### config.mk
export PLATFORM = sky130hd
export DESIGN_NAME = svi_rb_div
export DESIGN_NICKNAME = d
export VERILOG_FILES = /design/src/hw/rtl/svi_rb_pkg.sv /design/src/hw/rtl/svi_rb_div.sv
export VERILOG_INCLUDE_DIRS = /design/src /design/src/hw/rtl
export SDC_FILE = /design/constraint.sdc
export NUM_CORES = 2
export LEC_CHECK = 0
export BUFFER_PORTS_ARGS = -buffer_cell sky130_fd_sc_hd__buf_2
export CAP_MARGIN = 20
export CORE_ASPECT_RATIO = 1.1
export CORE_MARGIN = 1.5
export CORE_UTILIZATION = 55
export DETAILED_ROUTE_END_ITERATION = 16
export PLACE_DENSITY = 0.76
export SYNTH_ARGS = -nofsm -noshare
export SYNTH_HDL_FRONTEND = slang
export SYNTH_SLANG_ARGS = --single-unit
### constraint.sdc
create_clock -name aclk -period 4.5 [get_ports aclk]
set_input_delay 0.225 -clock aclk [delete_from_list [all_inputs] [get_ports aclk]]
set_output_delay 0.225 -clock aclk [all_outputs]
set_load 0.01 [all_outputs]
### src/hw/rtl/assert_macros.svh
// Assertion helpers shared by the divider, root and top-level RTL files of the rotated basis block.
// Both expect the clock aclk in scope; SVI_ASSERT also expects the active-low reset aresetn.
`ifndef ASSERT_MACROS_SVH
`define ASSERT_MACROS_SVH

// Check a property on every clock edge outside reset.
`define SVI_ASSERT(label, prop, msg) \
    label: assert property (@(posedge aclk) disable iff (!aresetn) prop) \
        else $error(msg);

// Check a property on every clock edge, reset included.
`define SVI_ASSERT_RST(label, prop, msg) \
    label: assert property (@(posedge aclk) prop) else $error(msg);

`endif

### src/hw/rtl/svi_rb_pkg.sv
// ----------------------------------------------------------------------------
// svi_rb_pkg
// Shared types and constants of the rotated basis pipeline.
// ----------------------------------------------------------------------------
package svi_rb_pkg;

    // Default word format: Q8.24 in 32 bits
    localparam int DATA_WIDTH_DEF = 32;
    localparam int FRAC_BITS_DEF  = 24;

    // 1/sqrt2 as unsigned Q0.32
    localparam int          CONST_FRAC    = 32;
    localparam logic [31:0] INV_SQRT2_Q32 = 32'd3037000500;

    // Configuration register indexes
    typedef enum logic [0:0] {
        CFG_CENTRE_SHIFT = 1'b0,
        CFG_WIDTH_SCALE  = 1'b1
    } svi_rb_cfg_idx_t;

    // Control that travels beside the data in every stage
    typedef struct packed {
        logic valid;
        logic last;
        logic sat;
    } svi_rb_ctl_t;

endpackage

### src/hw/rtl/svi_rb_div.sv
// ----------------------------------------------------------------------------
// svi_rb_div
// Forms y = (k - centre)/width: one quotient bit per stage, rounded and clipped.
// ----------------------------------------------------------------------------
`include "assert_macros.svh"

module svi_rb_div import svi_rb_pkg::*; #(
    parameter int W = DATA_WIDTH_DEF,
    parameter int F = FRAC_BITS_DEF
) (
    input  logic         aclk,
    input  logic         aresetn,
    input  logic         adv,
    input  svi_rb_ctl_t  in_ctl,
    input  logic [W-1:0] log_strike,
    input  logic [W-1:0] centre_shift,
    input  logic [W-2:0] width_scale,
    output svi_rb_ctl_t  out_ctl,
    output logic [W-1:0] ymag,
    output logic         yneg
);
    localparam int NW = W + F + 2;              // rounded dividend
    localparam int QW = W + 1;                  // quotient bits worked out
    localparam int TW = NW - QW;                // dividend bits above them
    localparam int CW = (TW > W - 1) ? TW : W - 1;
    localparam logic [W-1:0] Y_POS_LIM = {1'b0, {(W-1){1'b1}}};
    localparam logic [W-1:0] Y_NEG_LIM = Y_POS_LIM + W'(1);

    // Stage 0: exact difference and its magnitude
    logic [W:0]   diff;
    svi_rb_ctl_t  s0_ctl_reg;
    logic         s0_neg_reg;
    logic [W:0]   s0_mag_reg;

    assign diff = {log_strike[W-1], log_strike} - {centre_shift[W-1], centre_shift};

    always_ff @(posedge aclk) begin
        if (!aresetn) begin
            s0_ctl_reg <= '0;
        end else if (adv) begin
            s0_ctl_reg <= in_ctl;
        end
        if (adv) begin
            s0_neg_reg <= diff[W];
            s0_mag_reg <= diff[W] ? (~diff + (W+1)'(1)) : diff;
        end
    end

    // Stage 1: add the rounding term, catch quotients past QW bits
    logic [NW-1:0] num;
    logic [TW-1:0] top;
    logic          ovf;
    logic          sig_zero;
    logic          mag_zero;

    svi_rb_ctl_t   dv_ctl_reg  [QW+1];
    logic [W-2:0]  dv_rem_reg  [QW+1];
    logic [QW-1:0] dv_num_reg  [QW+1];
    logic [QW-1:0] dv_q_reg    [QW+1];
    logic          dv_neg_reg  [QW+1];
    logic          dv_ovf_reg  [QW+1];
    logic          dv_zero_reg [QW+1];

    assign num      = {1'b0, s0_mag_reg, {F{1'b0}}} + NW'(width_scale >> 1);
    assign top      = num[NW-1:QW];
    assign ovf      = CW'(top) >= CW'(width_scale);
    assign sig_zero = (width_scale == '0);
    assign mag_zero = (s0_mag_reg == '0);

    always_ff @(posedge aclk) begin
        if (!aresetn) begin
            dv_ctl_reg[0] <= '0;
        end else if (adv) begin
            dv_ctl_reg[0] <= s0_ctl_reg;
        end
        if (adv) begin
            dv_rem_reg[0]  <= (W-1)'(top);
            dv_num_reg[0]  <= num[QW-1:0];
            dv_q_reg[0]    <= '0;
            dv_neg_reg[0]  <= s0_neg_reg;
            dv_ovf_reg[0]  <= sig_zero ? !mag_zero : ovf;
            dv_zero_reg[0] <= sig_zero && mag_zero;
        end
    end

    // Restoring division: one quotient bit per stage
    for (genvar i = 0; i < QW; i++) begin : g_div
        logic [W-1:0] rem_w;
        logic         ge;
        logic [W-1:0] rem_next;

        assign rem_w    = {dv_rem_reg[i], dv_num_reg[i][QW-1]};
        assign ge       = rem_w >= {1'b0, width_scale};
        assign rem_next = ge ? (rem_w - {1'b0, width_scale}) : rem_w;

        always_ff @(posedge aclk) begin
            if (!aresetn) begin
                dv_ctl_reg[i+1] <= '0;
            end else if (adv) begin
                dv_ctl_reg[i+1] <= dv_ctl_reg[i];
            end
            if (adv) begin
                dv_rem_reg[i+1]  <= rem_next[W-2:0];
                dv_num_reg[i+1]  <= {dv_num_reg[i][QW-2:0], 1'b0};
                dv_q_reg[i+1]    <= {dv_q_reg[i][QW-2:0], ge};
                dv_neg_reg[i+1]  <= dv_neg_reg[i];
                dv_ovf_reg[i+1]  <= dv_ovf_reg[i];
                dv_zero_reg[i+1] <= dv_zero_reg[i];
            end
        end
    end

    // Clip stage: limit to the signed word range
    logic [W-1:0] lim;
    logic         clip;
    svi_rb_ctl_t  cl_ctl_next;
    svi_rb_ctl_t  cl_ctl_reg;
    logic [W-1:0] cl_ymag_next;
    logic [W-1:0] cl_ymag_reg;
    logic         cl_neg_reg;

    assign lim  = dv_neg_reg[QW] ? Y_NEG_LIM : Y_POS_LIM;
    assign clip = !dv_zero_reg[QW] && (dv_ovf_reg[QW] || (dv_q_reg[QW] > {1'b0, lim}));

    always_comb begin
        cl_ctl_next     = dv_ctl_reg[QW];
        cl_ctl_next.sat = clip;
        if (dv_zero_reg[QW]) begin
            cl_ymag_next = '0;
        end else if (clip) begin
            cl_ymag_next = lim;
        end else begin
            cl_ymag_next = dv_q_reg[QW][W-1:0];
        end
    end

    always_ff @(posedge aclk) begin
        if (!aresetn) begin
            cl_ctl_reg <= '0;
        end else if (adv) begin
            cl_ctl_reg <= cl_ctl_next;
        end
        if (adv) begin
            cl_ymag_reg <= cl_ymag_next;
            cl_neg_reg  <= dv_neg_reg[QW];
        end
    end

    assign out_ctl = cl_ctl_reg;
    assign ymag    = cl_ymag_reg;
    assign yneg    = cl_neg_reg;

    `SVI_ASSERT(a_ymag_range, cl_ctl_reg.valid |-> (cl_ymag_reg <= Y_NEG_LIM) && (cl_neg_reg || (cl_ymag_reg <= Y_POS_LIM)), "y magnitude out of range")

endmodule

==> metrics.csv <==
metric,value,unit
postLayoutCoreUtil,0.625,
drc,0,
htree_levels,4,
cts_root_buf,clkbuf_16,
fin_skew,51.4,ps
first_pass_iters,6,
routed_via_density,6.09,
globalRouteTotalUtil,0.279,
yosysSeqAreaShare,0.528,
ant_nets,0,
p_per_area,726,mW/mm^2
multiInputGateArea,0.0615,sq mm
relSlewSlack,0.278,
die_w,476,microns
crit_type,reg -> reg,
ir_drop,0.380,mV
syn_area_per_cell,11.7,sq um
hold_viol,0,
grt_start_max_net_pins,192,
fin_cells,15800,
hold_path.class,in -> reg,
clock.fmax,0.235,GHz
syn_area,0.135,sq mm
cts_buffer_depth,4,
drive_gt1_frac,0.121,
yosys.area.top_type_share,0.527,
cp.required,5140,ps
antenna_found_initial,15,
layout.nets,13600,
ys_types,93,
post_drt_wl_per_cell,22.4,microns
critical-path-max-stage-delay,550,ps
cp-start-kind,register,
clock_sinks,2381,
place_ws,12.3,ps
status,finished clean,
finalCritPeriodShare,0.946,
synthCells,11600,
finalSetupViolCount,0,
path_max_fanout,31,
drt-total-wl,354,mm
drtIter0Drc,7901,
design.die.area,0.249,sq mm
arrival,4900,ps
tightest_slew,1080,ps
crit_path_end_kind,register,
path_clk_slew,70,ps
grt_util_met2,0.466,
drv_cap,0,
grt_pass1_vias,93800,
dpl.cell_count,15300,
reg2regPathDepth,14,
grt_use_met1,0.355,
dp_hpwl,262,mm
grt_busiest_layer,met2,
ys_ff_latch,2381,
areaGrowthSynthToFinish,12.8,%
rows,190,
die_y,523,microns
synth-async-reset-ratio,0,
grt_pass1_wl,537,mm
min_period,4260,ps
coreArea,0.244,sq mm
n_fill_cell,18900,
cts_buffers,246,
largest_register_ffs,1017,
holdPathStages,5,
setup_slack,243,ps
clock_latency,910,ps
gr-usage-met3,0.0378,
cp_cell_sequence,inv_1 -> ha_1 -> fa_1 -> nor2b_1 -> o21ai_0 -> a21boi_0 -> o41ai_1 -> o21ai_0 -> a21oi_1 -> a31oi_1 -> nand4_1 -> a31oi_4 -> buf_12 -> mux2_2,
initial_utilization,0.554,
num_vias,96000,
netlist.top_cell.by_area,edfxtp_1,
post_cts_buffers,0,
synth-edff-count,2376,
finalPower,0.111,W
overflow,0,
tritoncts,done,
syn_nets,12800,
yosys_most_used_dff,edfxtp_1,
seq_area,0.0714,sq mm
p_leak,60.3,nW
gp_congestion,0.967,
ys_top_cells_by_area,"edfxtp_1 53%, ha_1 10%, xnor2_1 3.7%, a21oi_1 3.5%, o21ai_0 3.1%",
crit_top_cell,o21ai_0,
maxSlewViolCount,0,
slowest_stage,edfxtp_1,
yosysWarnings,0,
port_buffers,135,
ios,137,
==> cell type report <==
cell class,instances,share of cell area
flip-flops and latches,2381,0.468
multi-input cells,8543,0.403
clock buffers,285,0.0417
repair buffers,701,0.0403
well taps,3264,0.0268
inverters,429,0.0106
clock inverters,161,0.00923
diodes,7,0.000115
==> report_power, final <==
| group | internal, W | switching, W | leakage, nW | total [W] |
|---|---|---|---|---|
| clock | 0.0111 | 0.00871 | 3.74 | 0.0198 |
| combinational | 0.0242 | 0.0291 | 33.2 | 0.0533 |
| sequential | 0.0335 | 0.00410 | 23.4 | 0.0376 |
| total | 0.0689 | 0.0419 | 60.3 | 0.111 |
==> cell families after synthesis <==
group | Yosys count | share of synthesized area
flops | 2381 | 0.528
fa+ha+maj | 1148 | 0.108
simple gates | 2778 | 0.0985
xor+xnor | 901 | 0.0583
compound gates | 3289 | 0.152
buf+inv | 670 | 0.0196
mux | 427 | 0.0352
==> worst max-delay path: cells and delay by family, from the launching register on <==
| family | cells | cell delay, ps |
|---|---|---|
| AND/OR/NAND/NOR | 2 | 360 |
| buffers and inverters | 2 | 310 |
| flip-flops | 1 | 550 |
| adder cells (fa/ha/maj) | 2 | 620 |
| multiplexers | 1 | 350 |
| AO/OA/AOI/OAI | 7 | 1780 |
==> layout by cell type, fill, tap and decap left out, drive strengths merged, types with 102 or more instances in the layout <==
master and instances:
nor2 642, buf 646, mux2 390, o21a 153, xnor2 569, nand4 139
ha 1114, and3 153, nand2b 159, nand3 180, o21ai 868, xor2 332
clkbuf 285, inv 453, a21o 483, nor2b 155, nor3 172, a21oi 963
o31ai 102, nand2 881, edfxtp 2376, o21bai 121
==> layer usage <==
layer / vias to the layer above / share of wire
li1: 45500 / -
met1: 46300 / 0.41
met2: 3276 / 0.48
met5: - / 0
met3: 913 / 0.062
met4: 0 / 0.056
==> repair_timing <==
| item | CTS | global route |
|---|---|---|
| gates resized for setup | 0 | 6 |
| endpoints found under the setup margin | 0 | 1 |
| hold buffers | 55 | 0 |
| endpoints found under the hold margin | 117 | 0 |
==> cell usage after synthesis, types with 27 or more instances <==
cell type / instances
mux2_1: 55
o21ai_0: 850
o22ai_1: 27
xnor2_1: 569
a211o_1: 32
nand2_1: 881
o21bai_1: 121
xor2_1: 332
o21a_1: 153
a21o_1: 483
edfxtp_1: 2376
a31oi_1: 87
a21oi_1: 959
or2_2: 54
o211ai_1: 46
o31ai_1: 101
a21boi_0: 32
nor2_1: 642
ha_1: 1114
nand3_1: 180
and2_1: 29
fa_1: 34
nor4_1: 53
inv_1: 428
nand2b_1: 159
mux2i_1: 37
nor3_1: 171
nand4_1: 139
a2111oi_0: 30
clkbuf_1: 178
buf_2: 31
or3_1: 63
and3_1: 153
mux2_2: 335
a211oi_1: 75
nor2b_1: 155
==> worst paths after layout <==
kind / slack [ps] / from / endpoint
worst max-delay path: 240 / dv_num_reg[24][32] / dv_rem_reg[25][5]
worst min register to register: 400 / dv_q_reg[26][5] / dv_q_reg[27][6]
worst max register to register: 240 / dv_num_reg[24][32] / dv_rem_reg[25][5]
worst min-delay path: 70 / centre_shift[31] / s0_mag_reg[32]
==> stage by stage <==
stage / hold slack [ps] / cell area [sq um] / setup TNS, ps
2_1_floorplan: 324 / 135000 / 0
3_3_place_gp: 400 / 144000 / -87.0
3_5_place_dp: 405 / 144000 / 0
4_1_cts: 7.37 / 153000 / 0
5_1_grt: 50.7 / 153000 / -6.22
6_report: 70.9 / 153000 / 0
Note: power is estimated with default switching activity, not from simulation.
